--- src/rli_pkg.sv ---
package rli_pkg;

    localparam int RLI_TABLE_DEPTH = 1024;
    localparam int BTN_W = 10;
    localparam int LEN_W = 16;
    localparam int IDX_W = 10;

    localparam logic [LEN_W-1:0] RUN_CAP = 16'hFFFF;
    localparam logic [BTN_W-1:0] START_MASK_RESET = 10'd8;

    localparam logic [1:0] KIND_TICK  = 2'd0;
    localparam logic [1:0] KIND_START = 2'd1;
    localparam logic [1:0] KIND_WRITE = 2'd2;

    localparam logic [1:0] MODE_IDLE = 2'd0;
    localparam logic [1:0] MODE_REC  = 2'd1;
    localparam logic [1:0] MODE_PLAY = 2'd2;

    localparam logic CFG_MODE       = 1'b0;
    localparam logic CFG_START_MASK = 1'b1;

    localparam int S_TDATA_W = 48;
    localparam int M_TDATA_W = 32;

    typedef struct packed {
        logic [BTN_W-1:0] btn;
        logic [LEN_W-1:0] len;
    } t_entry;

    typedef struct packed {
        logic [BTN_W-1:0] held;
        logic [BTN_W-1:0] pressed;
        logic             drives_held;
        logic             drives_pressed;
        logic [IDX_W-1:0] run_index;
    } t_result;

endpackage

--- src/rli_ctrl.sv ---
module rli_ctrl import rli_pkg::*; #(
    parameter int DEPTH = RLI_TABLE_DEPTH
) (
    input  logic                     i_clk,
    input  logic                     i_rst_n,
    input  logic                     i_cfg_we,
    input  logic                     i_cfg_index,
    input  logic [BTN_W-1:0]         i_cfg_data,
    input  logic                     i_s_valid,
    output logic                     o_s_ready,
    input  logic [1:0]               i_kind,
    input  logic [BTN_W-1:0]         i_live,
    input  logic [IDX_W-1:0]         i_eidx,
    input  logic [BTN_W-1:0]         i_ebtn,
    input  logic [LEN_W-1:0]         i_elen,
    output logic                     o_mem_we,
    output logic [$clog2(DEPTH)-1:0] o_mem_waddr,
    output t_entry                   o_mem_wdata,
    output logic [$clog2(DEPTH)-1:0] o_mem_raddr,
    input  t_entry                   i_mem_rdata,
    output logic                     o_res_valid,
    output t_result                  o_res,
    input  logic                     i_out_free
);

    localparam int AW = $clog2(DEPTH);
    localparam logic [AW-1:0] FULL_AT = AW'(DEPTH - 2);
    localparam logic [AW-1:0] LAST_ADDR = AW'(DEPTH - 1);

    localparam logic [1:0] S_IDLE  = 2'd0;
    localparam logic [1:0] S_EVAL  = 2'd1;
    localparam logic [1:0] S_EVAL2 = 2'd2;
    localparam logic [1:0] S_HOLD  = 2'd3;

    logic [1:0]       r_state, n_state;
    logic [AW-1:0]    r_ptr, n_ptr;
    logic [LEN_W-1:0] r_frames, n_frames;
    logic [BTN_W-1:0] r_prev, n_prev;
    logic [1:0]       r_mode;
    logic [BTN_W-1:0] r_mask;
    logic             r_clr_busy, n_clr_busy;
    logic [AW-1:0]    r_clr_addr, n_clr_addr;
    t_result          r_res, n_res;

    logic [1:0]       r_kind;
    logic [BTN_W-1:0] r_live;
    logic [IDX_W-1:0] r_eidx;
    logic [BTN_W-1:0] r_ebtn;
    logic [LEN_W-1:0] r_elen;

    logic [AW-1:0]    ptr_inc;
    logic             full;
    logic             in_range;
    logic             accept;
    logic             done;
    logic [LEN_W-1:0] play_f;
    logic [BTN_W-1:0] held;
    t_result          res;

    assign ptr_inc  = r_ptr + AW'(1);
    assign full     = (r_ptr >= FULL_AT);
    assign in_range = (17'(r_eidx) < 17'(DEPTH));
    assign accept   = i_s_valid && o_s_ready;

    always_comb begin
        n_state     = r_state;
        n_ptr       = r_ptr;
        n_frames    = r_frames;
        n_prev      = r_prev;
        n_clr_busy  = r_clr_busy;
        n_clr_addr  = r_clr_addr;
        n_res       = r_res;
        o_mem_we    = 1'b0;
        o_mem_waddr = r_clr_addr;
        o_mem_wdata = '0;
        o_mem_raddr = r_ptr;
        o_s_ready   = 1'b0;
        o_res_valid = 1'b0;
        res         = '0;
        done        = 1'b0;
        play_f      = '0;
        held        = '0;

        // The table clear sweeps one entry per cycle while no request is taken.
        if (r_clr_busy) begin
            o_mem_we = 1'b1;
            if (r_clr_addr == LAST_ADDR) begin
                n_clr_busy = 1'b0;
            end else begin
                n_clr_addr = r_clr_addr + AW'(1);
            end
        end

        case (r_state)
            S_IDLE: begin
                o_s_ready = !r_clr_busy;
                if (i_s_valid && !r_clr_busy) begin
                    n_state = S_EVAL;
                    if (i_kind == KIND_START) begin
                        o_mem_raddr = '0;
                    end else if (i_kind == KIND_TICK && r_mode == MODE_PLAY
                                 && r_frames == '0) begin
                        o_mem_raddr = ptr_inc;
                    end
                end
            end
            S_EVAL: begin
                done = 1'b1;
                case (r_kind)
                    KIND_START: begin
                        n_ptr  = '0;
                        n_prev = '0;
                        if (r_mode == MODE_REC) begin
                            n_frames   = '0;
                            n_clr_busy = 1'b1;
                            n_clr_addr = '0;
                        end else begin
                            n_frames = i_mem_rdata.len;
                        end
                    end
                    KIND_WRITE: begin
                        if (in_range) begin
                            o_mem_we    = 1'b1;
                            o_mem_waddr = AW'(r_eidx);
                            o_mem_wdata = '{btn: r_ebtn, len: r_elen};
                        end
                    end
                    KIND_TICK: begin
                        if (r_mode == MODE_REC) begin
                            if (full) begin
                                res.pressed        = r_mask;
                                res.drives_pressed = 1'b1;
                            end else if (r_live == i_mem_rdata.btn) begin
                                if (i_mem_rdata.len == RUN_CAP) begin
                                    o_mem_raddr = ptr_inc;
                                    n_state     = S_EVAL2;
                                    done        = 1'b0;
                                end else begin
                                    o_mem_we    = 1'b1;
                                    o_mem_waddr = r_ptr;
                                    o_mem_wdata = '{btn: i_mem_rdata.btn,
                                                    len: i_mem_rdata.len + LEN_W'(1)};
                                end
                            end else begin
                                o_mem_we    = 1'b1;
                                o_mem_waddr = ptr_inc;
                                o_mem_wdata = '{btn: r_live, len: LEN_W'(1)};
                                n_ptr       = ptr_inc;
                            end
                        end else if (r_mode == MODE_PLAY) begin
                            if (full || r_frames == RUN_CAP || r_live != '0) begin
                                res.pressed        = r_mask;
                                res.drives_pressed = 1'b1;
                            end else begin
                                if (r_frames == '0) begin
                                    n_ptr  = ptr_inc;
                                    play_f = i_mem_rdata.len;
                                end else begin
                                    play_f = r_frames;
                                end
                                n_frames           = play_f - LEN_W'(1);
                                held               = i_mem_rdata.btn;
                                n_prev             = held;
                                res.held           = held;
                                res.pressed        = held & ~r_prev;
                                res.drives_held    = 1'b1;
                                res.drives_pressed = 1'b1;
                            end
                        end
                    end
                    default: begin
                    end
                endcase
            end
            S_EVAL2: begin
                done        = 1'b1;
                o_mem_we    = 1'b1;
                o_mem_waddr = ptr_inc;
                o_mem_wdata = '{btn: r_live, len: i_mem_rdata.len + LEN_W'(1)};
                n_ptr       = ptr_inc;
            end
            S_HOLD: begin
                res         = r_res;
                o_res_valid = 1'b1;
                if (i_out_free) begin
                    n_state = S_IDLE;
                end
            end
            default: begin
                n_state = S_IDLE;
            end
        endcase

        if (done) begin
            res.run_index = IDX_W'(n_ptr);
            o_res_valid   = 1'b1;
            if (i_out_free) begin
                n_state = S_IDLE;
            end else begin
                n_state = S_HOLD;
                n_res   = res;
            end
        end
    end

    assign o_res = res;

    always_ff @(posedge i_clk) begin
        if (!i_rst_n) begin
            r_state    <= S_IDLE;
            r_ptr      <= '0;
            r_frames   <= '0;
            r_prev     <= '0;
            r_mode     <= MODE_IDLE;
            r_mask     <= START_MASK_RESET;
            r_clr_busy <= 1'b1;
            r_clr_addr <= '0;
        end else begin
            r_state    <= n_state;
            r_ptr      <= n_ptr;
            r_frames   <= n_frames;
            r_prev     <= n_prev;
            r_clr_busy <= n_clr_busy;
            r_clr_addr <= n_clr_addr;
            if (i_cfg_we) begin
                if (i_cfg_index == CFG_MODE) begin
                    r_mode <= i_cfg_data[1:0];
                end else begin
                    r_mask <= i_cfg_data;
                end
            end
        end
    end

    always_ff @(posedge i_clk) begin
        r_res <= n_res;
        if (accept) begin
            r_kind <= i_kind;
            r_live <= i_live;
            r_eidx <= i_eidx;
            r_ebtn <= i_ebtn;
            r_elen <= i_elen;
        end
    end

endmodule

--- config.mk ---
export PLATFORM = sky130hd
export DESIGN_NAME = rli_ctrl
export DESIGN_NICKNAME = d
export VERILOG_FILES = /design/src/rli_pkg.sv /design/src/rli_ctrl.sv
export SDC_FILE = /design/constraint.sdc
export NUM_CORES = 1
export LEC_CHECK = 0
export BUFFER_PORTS_ARGS = -buffer_cell sky130_fd_sc_hd__clkbuf_2
export CAP_MARGIN = 15
export CORE_ASPECT_RATIO = 1.75
export CORE_MARGIN = 2
export CORE_UTILIZATION = 50
export CTS_BUF_LIST = sky130_fd_sc_hd__clkbuf_8
export DETAILED_ROUTE_END_ITERATION = 6
export HOLD_SLACK_MARGIN = 0.1
export PLACE_DENSITY = 0.76
export REMOVE_ABC_BUFFERS = 1
export SETUP_SLACK_MARGIN = 0.5
export SLEW_MARGIN = 25
export SYNTH_ARGS = -nofsm -noshare
export SYNTH_HDL_FRONTEND = slang
export SYNTH_SLANG_ARGS = --single-unit
--- constraint.sdc ---
create_clock -name i_clk -period 4.4 [get_ports i_clk]
set_input_delay 0.44 -clock i_clk [delete_from_list [all_inputs] [get_ports i_clk]]
set_output_delay 0.44 -clock i_clk [all_outputs]
set_load 0.02 [all_outputs]
==> results of run 1 <==
==> kinds of logic after synthesis <==
kind of cell / after synthesis / synth area share, %
simple gates: 399 / 22.73
compound gates: 296 / 23.08
flops: 141 / 42.01
buf+inv: 94 / 4.526
xor+xnor: 53 / 5.382
fa+ha+maj: 9 / 1.306
mux: 8 / 0.9575
==> area by class of cell <==
class | count | area [µm²]
multi-input combinational | 765 | 4669
clock inverter | 15 | 197.7
timing repair buffer | 202 | 1091
fill | 1523 | 6775
clock buffer | 17 | 234.0
tap | 227 | 284.0
inverter | 18 | 68.82
sequential | 141 | 3627
==> per-stage QoR <==
stage	worst slack [ps]	hold slack [ps]	std cells	util [%]	power (µW)
2_1_floorplan	825.8	436.5	924	-	1496
3_3_place_gp	811.8	442.2	1353	57.11	1587
3_5_place_dp	780.1	449.5	1353	57.11	1589
4_1_cts	530.5	114.0	1385	59.68	2715
5_1_grt	513.0	114.4	1385	60.02	2781
6_report	567.5	139.1	1385	60.02	2703
==> critical path: stages, from the launching register on <==
cell and delay [ps]:
dfxtp_1 580, ha_1 490, and3_1 410, nand3_1 180
xnor2_1 430, nand2_1 260, nand2_1 120, o211ai_1 80
o21ai_0 160, clkbuf_2 190
==> per-layer routing <==
metal	vias up	track usage (%)
met3	145	5.514
met2	534	53.11
met4	0	18.64
li1	4000	-
met1	4050	35.79
met5	-	0
==> synth_stat cells, drive strengths merged, types with 6 or more instances <==
| cell type | number |
|---|---|
| a211oi | 7 |
| a21o | 7 |
| a21oi | 77 |
| a221oi | 6 |
| a22o | 17 |
| a22oi | 25 |
| a31oi | 18 |
| and2 | 15 |
| and3 | 14 |
| buf | 23 |
| clkbuf | 53 |
| dfxtp | 61 |
| edfxtp | 80 |
| ha | 9 |
| inv | 17 |
| mux2i | 6 |
| nand2 | 121 |
| nand2b | 7 |
| nand3 | 36 |
| nand4 | 16 |
| nor2 | 103 |
| nor3 | 31 |
| nor3b | 9 |
| nor4 | 20 |
| o211ai | 7 |
| o21a | 6 |
| o21ai | 64 |
| o22ai | 9 |
| o2bb2ai | 7 |
| or2 | 6 |
| or3 | 7 |
| xnor2 | 20 |
| xor2 | 33 |
==> timing repair <==
item,CTS,global route
gates resized for setup,1,14
endpoints found under the setup margin,10,48
buffers inserted,0,0
==> how the worst max path moves through the flow <==
stage | startpoint | endpoint | slack (ps) | cells past startpoint
finish | r_ptr[1] | o_res[6] | 570 | 9
detailed placement | i_mem_rdata[0] | o_mem_wdata[24] | 780 | 11
global route | r_ptr[1] | o_res[6] | 510 | 9
floorplan | r_kind[1] | o_res[21] | 830 | 5
CTS | r_live[7] | o_res[1] | 530 | 8
global placement | i_mem_rdata[0] | o_res[1] | 810 | 10
==> state kept, by name, summed over array words and instances, names as in the netlist <==
name        count
r_prev         10
r_mode          2
r_eidx         10
r_live         10
r_ebtn         10
r_ptr          10
r_res          32
r_elen         16
r_clr_addr     10
r_clr_busy      1
r_mask         10
r_frames       16
r_state         2
r_kind          2
==> report_power, final <==
group | switching [µW] | internal [µW] | total, µW
sequential | 6.62 | 1390 | 1400
clock | 604 | 537 | 1140
combinational | 97.8 | 66.4 | 164
==> qor.csv, run 1 <==
stage;metric;value;unit
hold_path;hold path depth;1;
power_and_ir_drop;worst vdd ir;0.0002674;V
synth;Syn Area/Cell;8.625;µm²
synth;synth unique cells;77;
setup_path;worst reg2reg startpoint;r_frames[8];
final_layout;area grow syn2layout;17.95;%
synth;post-synthesis cell area;8625;µm²
routing;WL met1;9987;µm
synth;yosys warns;0;
clocking;Root Buffer;clkbuf_8;
placement;Final Wtd Congestion;0.9832;
clocking;Clock Path Buffers;2;
final_layout;ANT cells;0;
setup_path;R2R depth;13;
final_layout;leading cell type in the layout, fill and taps excluded;clkbuf_2;
routing;DRC Markers;0;
floorplanning;Die Span X;103.3;µm
routing;routed vias;8729;
placement;Post-Place Cell Area;9679;µm²
power_and_ir_drop;power per cell area;265.7;nW/µm²
sta;Final Cycle Share;87.10;%
hold_path;Hold WC Path Type;primary input to flip-flop;
grt;initial antenna violation count;0;
routing;first-pass iteration count of the detailed router;6;
grt;GRT Resource Usage Total;31.24;%
final_layout;commonest cells after routing, fill and taps aside;clkbuf_2 (170), nand2_1 (120), nor2_1 (102), edfxtp_1 (80), a21oi_1 (77);
routing;vias per std cell;6.303;
floorplanning;Die Area;18360;µm²
sta;Setup violations, final;0;
sta;Fin. Hold Viols;0;
setup_path;worst endpoint required time;3960;ps
setup_path;R2R setup slack;1080;ps
floorplanning;FP Rows;63;
routing;top routing layer used;met4;
grt;gr ovfl total;0;
clocking;cts hold-fix bufs;0;
hold_path;HP Start;i_elen[13];
final_layout;final instance area;10170;µm²
floorplanning;core region area;16950;µm²
sta;Worst-Margin Slew;932.4;ps
hold_path;Worst Hold End;r_elen[13];
routing;wire length on met2;14140;µm
sta;slew margin rel.;37.46;%
synth;Post-synth top flop;edfxtp_1;
synth;register area share after synthesis;42.01;%
placement;IO buf count;170;
clocking;CTS tree;built;
routing;DR iter-0 viols;713;
sta;RSZ-0062 raised after global routing;false;
sta;final max-slew violation count;0;
outcome;status;completed;
setup_path;Worst Setup Start Kind;flip-flop;
synth;cell count after synthesis;1000;
clocking;Clk pin slew, worst setup/hold paths;100;ps
synth;post-synth top area share;27.85;%
final_layout;Nets;1244;
grt;vias in the first global route;8367;
setup_path;WP data arrival;3390;ps
synth;post-synth top area cell;edfxtp_1;
synth;Yosys reg bits;141;
sta;clk_skew;21.36;ps
setup_path;R2R Path End;r_frames[14];
setup_path;CP max FO;10;
job;Max Cap Viol;0;
synth;fraction of registers with async set/reset;0;%
floorplanning;Initial Util;50.89;%
clocking;H-tree lvl count;4;
routing;final WL;28210;µm
sta;max frequency;260.9;MHz
clocking;total CTS buffers;17;
placement;HPWL Detailed;20440;µm
synth;top cells by area, synth;edfxtp_1 (28%), dfxtp_1 (14%), nand2_1 (5.3%);
power_and_ir_drop;static leakage;0.003860;µW
setup_path;Setup CP Type;flip-flop to output port;
grt;largest net degree at the start of global routing;49;
setup_path;critical path endpoint category;output port;
sta;Post-Route Setup TNS;0;ps
routing;met3 WL;2227;µm
routing;antenna viol nets, final;0;
synth;EDFF count, synth;80;
clocking;worst skew pair latency;470;ps
floorplanning;Die Height;177.7;µm
routing;routed length per instance;20.37;µm
grt;global-route wire length before repair;43820;µm
floorplanning;IO Pins;171;
final_layout;share of cells above drive strength 1;23.49;%
sta;crit path time final;3832;ps
clocking;CTS sink count;141;
Note: power is estimated with default switching activity, not from simulation.
==> inputs of run 2 (changes only) <==
--- a/config.mk
+++ b/config.mk
@@ -5,6 +5,7 @@
 export SDC_FILE = /design/constraint.sdc
 export NUM_CORES = 1
 export LEC_CHECK = 0
+export ABC_AREA = 1
 export BUFFER_PORTS_ARGS = -buffer_cell sky130_fd_sc_hd__clkbuf_2
 export CAP_MARGIN = 15
 export CORE_ASPECT_RATIO = 1.75
@@ -13,7 +14,7 @@
 export CTS_BUF_LIST = sky130_fd_sc_hd__clkbuf_8
 export DETAILED_ROUTE_END_ITERATION = 6
 export HOLD_SLACK_MARGIN = 0.1
-export PLACE_DENSITY = 0.76
+export PLACE_DENSITY = 0.79
 export REMOVE_ABC_BUFFERS = 1
 export SETUP_SLACK_MARGIN = 0.5
 export SLEW_MARGIN = 25
==> constraint.sdc (replaced) <==
create_clock -name i_clk -period 3.51 [get_ports i_clk]
set_input_delay 0.351 -clock i_clk [delete_from_list [all_inputs] [get_ports i_clk]]
set_output_delay 0.351 -clock i_clk [all_outputs]
set_load 0.02 [all_outputs]
==> run 2 against run 1 <==
  * The flow now finishes with violations (design-rule violations)
  * Power up 150%
  * Clock power up 14%
  * Register-to-register slack worse by 140 ps
  * Cell count up 27%
  * Design area up 15%
  * Synthesized cell count up 26%
  * Via count up 15%
  * Setup slack worse by 65 ps
  * Utilization up 4.9 points
  * Critical endpoint is now o_res[0]
  * Largest cell class unchanged
==> qor.csv, run 2 <==
stage;metric;value;unit;change
sta;RSZ-0062 raised after global routing;true;;was false
synth;post-synth top area cell;edfxtp_1;;unchanged
synth;post-synth top area share;26.25;%;was 27.85%
grt;gr ovfl total;0;;unchanged
placement;IO buf count;170;;unchanged
synth;Synth Area in Simple Gates;32.91;%;was 22.73%
grt;initial antenna violation count;0;;unchanged
synth;most instantiated library cell after synthesis;nand2_1;;unchanged
synth;synth cell count leaders;nand2_1 (355), inv_1 (131), nor2_1 (111), a21oi_1 (94), edfxtp_1 (80);;was nand2_1 (121), nor2_1 (103), edfxtp_1 (80), a21oi_1 (77)
final_layout;commonest cells after routing, fill and taps aside;nand2_1 (339), clkbuf_2 (153), inv_1 (124), nor2_1 (99), a21oi_1 (91);;was clkbuf_2 (170), nand2_1 (120), nor2_1 (102), edfxtp_1 (80), a21oi_1 (77)
floorplanning;Die Span X;106.3;µm;was 103.3 µm
synth;yosys warns;0;;unchanged
final_layout;share of cells above drive strength 1;27.41;%;was 23.49%
final_layout;area grow syn2layout;27.41;%;was 17.95%
floorplanning;core region area;17970;µm²;was 16950 µm²
sta;setup ws final;502.9;ps;was 567.5 ps
synth;XOR/XNOR Fraction of Synth Area;1.053;%;was 5.382%
synth;EDFF count, synth;80;;unchanged
clocking;Clock Path Buffers;2;;unchanged
clocking;CTS sink count;141;;unchanged
power_and_ir_drop;Design Power;6718;µW;was 2703 µW
clocking;worst skew pair latency;480;ps;was 470 ps
setup_path;max incr delay on CP;400;ps;was 580 ps
setup_path;CP most frequent cell;nand2_1;;unchanged
hold_path;HP Start;i_cfg_data[2];;was i_elen[13]
setup_path;R2R depth;13;;unchanged
sta;crit path time final;3007;ps;
setup_path;WP data arrival;2660;ps;was 3390 ps
sta;Fin. Hold Viols;0;;unchanged
synth;Synth Area in Adders;1.231;%;was 1.306%
routing;DRC Markers;1;;was 0
synth;largest family of logic cells by synthesized area;simple AND/OR/NAND/NOR gates;;was compound AO/OA/AOI/OAI gates
setup_path;worst reg2reg startpoint;r_ptr[0];;was r_frames[8]
setup_path;Worst Setup Start Kind;flip-flop;;unchanged
routing;vias per std cell;5.689;;was 6.303
synth;Syn Area/Cell;7.251;µm²;was 8.625 µm²
final_layout;Top Registers;r_res x32, r_elen x16, r_frames x16;;unchanged
outcome;status;complete, but fails checks;;was completed
grt;global-route wire length before repair;49210;µm;was 43820 µm
setup_path;CP Cell Sequence;inv_4 -> ha_4 -> nor2_4 -> nor2_2 -> nand3_4 -> nand2_4 -> nor2_8 -> nand3_4 -> nand2_4 -> buf_6 -> nand2_1 -> nand2_1 -> nand3_1 -> nand2_2 -> nand2_1 -> nand2_1 -> buf_6;;was ha_1 -> and3_1 -> nand3_1 -> xnor2_1 -> nand2_1 -> nand2_1 -> o211ai_1 -> o21ai_0 -> clkbuf_2
sta;clk_skew;17.49;ps;was 21.36 ps
routing;first-pass iteration count of the detailed router;7;;was 6
synth;cell count after synthesis;1262;;was 1000
floorplanning;Die Height;183.0;µm;was 177.7 µm
floorplanning;Initial Util;50.92;%;was 50.89%
synth;register area share after synthesis;39.60;%;was 42.01%
power_and_ir_drop;worst vdd ir;0.0003750;V;was 0.0002674 V
synth;Post-synth top flop;edfxtp_1;;unchanged
job;Max Cap Viol;0;;unchanged
clocking;Root Buffer;clkbuf_8;;unchanged
floorplanning;FP Rows;65;;was 63
final_layout;Final Core Density;64.87;%;was 60.02%
final_layout;ANT cells;0;;unchanged
final_layout;final instance area;11660;µm²;was 10170 µm²
setup_path;worst endpoint required time;3160;ps;was 3960 ps
routing;final WL;31940;µm;was 28210 µm
clocking;total CTS buffers;17;;unchanged
sta;slew margin rel.;41.09;%;was 37.46%
sta;max frequency;332.5;MHz;
routing;antenna viol nets, final;0;;unchanged
routing;DR iter-0 viols;923;;was 713
sta;Worst-Margin Slew;883.7;ps;was 932.4 ps
clocking;Clk pin slew, worst setup/hold paths;90;ps;was 100 ps
setup_path;Setup CP Type;flip-flop to output port;;unchanged
synth;post-synthesis cell area;9151;µm²;was 8625 µm²
synth;mux contribution to synthesized area;0;%;was 0.9575%
power_and_ir_drop;power per cell area;576.1;nW/µm²;was 265.7 nW/µm²
sta;final max-slew violation count;0;;unchanged
sta;Setup violations, final;0;;unchanged
synth;Compound-Gate Fraction of Synth Area;16.24;%;was 23.08%
clocking;H-tree lvl count;4;;unchanged
clocking;CTS tree;built;;unchanged
sta;Final Cycle Share;85.67;%;
final_layout;Biggest register;r_res;;unchanged
grt;GRT Resource Usage Total;32.65;%;was 31.24%
placement;pre-CTS WS;754.0;ps;was 780.1 ps
synth;fraction of registers with async set/reset;0;%;unchanged
placement;HPWL Detailed;22930;µm;was 20440 µm
power_and_ir_drop;static leakage;0.005100;µW;was 0.003860 µW
floorplanning;Die Area;19440;µm²;was 18360 µm²
final_layout;leading cell type in the layout, fill and taps excluded;nand2_1;;was clkbuf_2
grt;vias in the first global route;9718;;was 8367
setup_path;critical path endpoint category;output port;;unchanged
setup_path;R2R Path End;r_frames[0];;was r_frames[14]
synth;synth unique cells;49;;was 77
final_layout;max reg flops;32;;unchanged
final_layout;Nets;1611;;was 1244
routing;routed length per instance;18.16;µm;was 20.37 µm
setup_path;CP max-delay cell;dfxtp_4;;was dfxtp_1
grt;largest net degree at the start of global routing;49;;unchanged
setup_path;CP max FO;7;;was 10
synth;top cells by area, synth;edfxtp_1 (26%), nand2_1 (15%), dfxtp_1 (13%);;was edfxtp_1 (28%), dfxtp_1 (14%), nand2_1 (5.3%)
hold_path;Hold WC Path Type;primary input to flip-flop;;unchanged
routing;routed vias;10010;;was 8729
hold_path;Worst Hold End;r_mask[2];;was r_elen[13]
outcome;violated checks;design-rule violations;;
hold_path;hold path depth;3;;was 1
placement;Post-Place Cell Area;10200;µm²;was 9679 µm²
synth;Yosys reg bits;141;;unchanged
floorplanning;IO Pins;171;;unchanged
placement;Final Wtd Congestion;1.010;;was 0.9832
setup_path;R2R setup slack;940;ps;was 1080 ps
==> run 2: changes by cell type after synthesis, sizes merged, moves of 28 or more <==
cell and delta:
clkbuf -28, inv +134, nand2 +255, nand3 +58, nor2 +37, o21ai +33
==> run 2: metal layers <==
layer	global-route usage [%]	part of all wire [%]	wire [µm]	up-vias
met3	5.117	7.6	2435	178
met1	35.75	35	11320	4516
met4	24.53	7.5	2395	0
li1	-	-	-	4692
met2	56.13	49	15780	621
met5	0	0	0	-
==> run 2: stage by stage <==
stage	instances	setup TNS (ps)	hold slack [ps]
floorplan	1218	-4151	429.5
global placement	1642	0	443.3
detailed placement	1642	0	451.3
CTS	1732	0	117.3
global route	1759	0	134.7
finish	1759	0	129.5
==> run 2: logic make-up (layout without fill, tap and decap cells) <==
group / after synthesis / count (layout)
AND/OR/NAND/NOR: 646 / 647
AO/OA/AOI/OAI: 259 / 259
buffers and inverters: 196 / 458
flip-flops: 141 / 141
XOR/XNOR: 11 / 11
adder cells (fa/ha/maj): 9 / 9
==> run 2: area by class of cell <==
cell class | count | area (µm²)
Tap cell | 234 | 292.8
Timing Repair Buffer | 273 | 1834
Sequential cell | 141 | 3636
Timing Repair inverter | 1 | 5.005
Multi-Input combinational cell | 926 | 4923
Inverter | 152 | 585.6
Clock inverter | 13 | 121.4
Clock buffer | 19 | 261.5
Fill cell | 1579 | 6314
==> run 2: critical path, delay by kind of cell, from the launching register on <==
kind,cells,cell delay (ps)
simple gates,13,1310
buf+inv,3,290
fa+ha+maj,1,160
flops,1,400
==> run 2: worst max-delay path by stage <==
stage | from | slack [ps] | end | cells after the start
final | r_ptr[0] | 500 | o_res[0] | 17
after global routing | r_ptr[0] | 380 | o_res[2] | 17
after CTS | r_live[0] | 510 | o_res[7] | 17
after detailed placement | i_mem_rdata[0] | 750 | o_mem_wdata[7] | 12
after global placement | i_mem_rdata[0] | 790 | o_mem_raddr[1] | 13
after floorplan | r_state[0] | -460 | o_mem_raddr[1] | 8
==> run 2: power breakdown <==
part           total, µW  internal (µW)  leakage [µW]  switching, µW
clock network       1300            555      0.000195            741
registers           2030           1880       0.00119            153
logic               3390           1130       0.00372           2260
==> run 2: repair_timing <==
item                                    CTS  global route
pin swaps                                 4            25
hold buffers                             48             0
hold endpoints to repair                 48             0
endpoints found under the setup margin   63            73
cloned                                    1             1
buffers inserted                          9            26
resized for setup                        26            91
==> inputs of run 3 (changes only) <==
--- a/config.mk
+++ b/config.mk
@@ -5,7 +5,6 @@
 export SDC_FILE = /design/constraint.sdc
 export NUM_CORES = 1
 export LEC_CHECK = 0
-export ABC_AREA = 1
 export BUFFER_PORTS_ARGS = -buffer_cell sky130_fd_sc_hd__clkbuf_2
 export CAP_MARGIN = 15
 export CORE_ASPECT_RATIO = 1.75
==> run 3 against run 2 <==
  * Sequential cell count unchanged
  * Clock power shrank 4%
  * Highest routed layer unchanged
  * Combinational power decreased by 91%
  * Global-route usage up 6.0 points
  * Count of clock-buffer cells in the layout down 2
  * Worst hold slack worse by 7.3 ps
  * Critical path type unchanged
  * Clock skew rose by 4.5 ps
  * Largest power group is now sequential cells
  * Design area up 13%
  * The run now ends clean
==> qor.csv, run 3 (synthesis results as in run 1) <==
stage;metric;value;unit;change
grt;initial antenna violation count;0;;unchanged
final_layout;leading cell type in the layout, fill and taps excluded;buf_4;;was nand2_1
sta;setup ws final;111.7;ps;was 502.9 ps
sta;max frequency;294.3;MHz;was 332.5 MHz
sta;crit path time final;3398;ps;was 3007 ps
placement;Final Wtd Congestion;0.9927;;was 1.010
sta;slew margin rel.;34.53;%;was 41.09%
grt;vias in the first global route;9943;;was 9718
placement;IO buf count;170;;unchanged
sta;Worst-Margin Slew;976.0;ps;was 883.7 ps
outcome;status;completed;;was complete, but fails checks
final_layout;Biggest register;r_res;;unchanged
clocking;H-tree lvl count;4;;unchanged
routing;DR iter-0 viols;1121;;was 923
floorplanning;FP Rows;63;;was 65
floorplanning;Die Height;177.7;µm;was 183.0 µm
hold_path;hold path depth;3;;unchanged
clocking;CTS tree;built;;unchanged
routing;first-pass iteration count of the detailed router;6;;was 7
setup_path;worst endpoint required time;3160;ps;about the same
power_and_ir_drop;power per cell area;250.1;nW/µm²;was 576.1 nW/µm²
final_layout;area grow syn2layout;53.01;%;was 27.41%
setup_path;WP data arrival;3050;ps;was 2660 ps
hold_path;Hold WC Path Type;primary input to flip-flop;;unchanged
final_layout;max reg flops;32;;unchanged
routing;antenna viol nets, final;0;;unchanged
grt;largest net degree at the start of global routing;36;;was 49
clocking;Root Buffer;clkbuf_8;;unchanged
final_layout;FILL cells;1051;;was 1579
floorplanning;core region area;16950;µm²;was 17970 µm²
final_layout;Final Core Density;77.87;%;was 64.87%
clocking;Clock Path Buffers;2;;unchanged
routing;vias per std cell;6.583;;was 5.689
job;Max Cap Viol;0;;unchanged
routing;final WL;37480;µm;was 31940 µm
placement;pre-CTS WS;196.9;ps;was 754.0 ps
floorplanning;IO Pins;171;;unchanged
final_layout;Top Registers;r_res x32, r_elen x16, r_frames x16;;unchanged
setup_path;CP max FO;5;;was 7
sta;final max-slew violation count;0;;unchanged
final_layout;Multi-input gate area;5604;µm²;was 4923 µm²
clocking;CTS sink count;141;;unchanged
routing;routed vias;10380;;was 10010
grt;gr ovfl total;0;;unchanged
setup_path;R2R depth;10;;was 13
sta;Setup violations, final;0;;unchanged
routing;DRC Markers;0;;was 1
clocking;total CTS buffers;17;;unchanged
grt;GRT Resource Usage Total;38.68;%;was 32.65%
final_layout;Register Area;3661;µm²;was 3636 µm²
final_layout;commonest cells after routing, fill and taps aside;buf_4 (156), nand2_1 (110), nor2_1 (95), clkbuf_2 (95), edfxtp_1 (80);;was nand2_1 (339), clkbuf_2 (153), inv_1 (124), nor2_1 (99), a21oi_1 (91)
sta;Fin. Hold Viols;0;;unchanged
routing;routed length per instance;23.78;µm;was 18.16 µm
placement;HPWL Detailed;21690;µm;was 22930 µm
sta;clk_skew;21.96;ps;was 17.49 ps
setup_path;Setup CP Type;flip-flop to output port;;unchanged
floorplanning;Die Area;18360;µm²;was 19440 µm²
floorplanning;Initial Util;50.89;%;was 50.92%
clocking;worst skew pair latency;480;ps;about the same
grt;global-route wire length before repair;53480;µm;was 49210 µm
power_and_ir_drop;worst vdd ir;0.0003081;V;was 0.0003750 V
setup_path;Worst Setup Start Kind;flip-flop;;unchanged
setup_path;critical path endpoint category;output port;;unchanged
sta;RSZ-0062 raised after global routing;true;;unchanged
power_and_ir_drop;static leakage;0.005071;µW;was 0.005100 µW
final_layout;share of cells above drive strength 1;41.73;%;was 27.41%
sta;Final Cycle Share;96.82;%;was 85.67%
clocking;Clk pin slew, worst setup/hold paths;90;ps;about the same
floorplanning;Die Span X;103.3;µm;was 106.3 µm
final_layout;ANT cells;0;;unchanged
final_layout;Nets;1435;;was 1611
run 3: changes by cell type in the layout (fill, tap and decap cells not counted), moves of 16 or more:
cell,previous run,this run
inv_2,22,2
nor2_2,21,5
nand3_1,74,29
buf_6,6,56
inv_1,124,14
xor2_1,10,29
xnor2_1,0,20
nand2_2,24,6
buf_4,56,156
a21oi_1,91,57
o21ai_0,67,27
clkbuf_2,153,95
nand2_1,339,110
run 3: path summary, 6_finish.rpt:
kind         slack (ps)   endpoint           from
min                 120  r_mask[7]  i_cfg_data[7]
max                 110  o_res[19]      r_live[5]
max reg2reg         470   r_res[6]      r_live[6]
min reg2reg         460  r_prev[9]      r_prev[9]
run 3: final cells by class:
| type | count | share of cell area (%) |
|---|---|---|
| clock buffers | 17 | 1.773 |
| clock inverters | 15 | 0.9102 |
| inverters | 18 | 0.5310 |
| multi-input cells | 767 | 42.47 |
| flip-flops and latches | 141 | 27.74 |
| well taps | 227 | 2.152 |
| repair buffers | 391 | 24.42 |
run 3: metrics by stage:
step / TNS (ps) / total power, µW / std cells / hold WS, ps / instance area [µm²]
floorplan: -701.9 / 1876 / 924 / 422.8 / 8302
global placement: 0 / 1990 / 1388 / 441.6 / 9955
detailed placement: 0 / 1993 / 1388 / 448.6 / 9958
CTS: 0 / 3246 / 1535 / 106.6 / 12210
global route: 0 / 3378 / 1576 / 117.3 / 13200
finish: 0 / 3301 / 1576 / 122.2 / 13200
run 3: power by group:
group	switching, µW	internal (µW)	total, µW
clock	695	556	1250
combinational	161	140	301
sequential	9.52	1740	1750
run 3: critical path: stages (launching register included):
cell      delay (ps)
edfxtp_1         420
buf_4            180
nor4_4           260
nand3_2          180
buf_4            190
buf_6            110
or4_4            520
nor3b_4          260
a21oi_1           80
o21ai_1          190
buf_4            180
run 3: layer usage:
layer  GRT usage (%)  share of wire, %  up-vias
met4           26.15               8.7        0
met3           9.965               8.9      289
met2           65.67                50      842
met1           40.99                32     4860
li1                -                 -     4384
met5               0                 0        -
run 3: timing repair:
| item | 4_1_cts | 5_1_grt |
|---|---|---|
| gates resized for setup | 253 | 224 |
| pin swaps | 74 | 76 |
| cloned | 7 | 0 |
| hold endpoints to repair | 49 | 0 |
| setup endpoints to repair | 81 | 84 |
| hold buffers | 49 | 0 |
| buffers inserted | 59 | 41 |
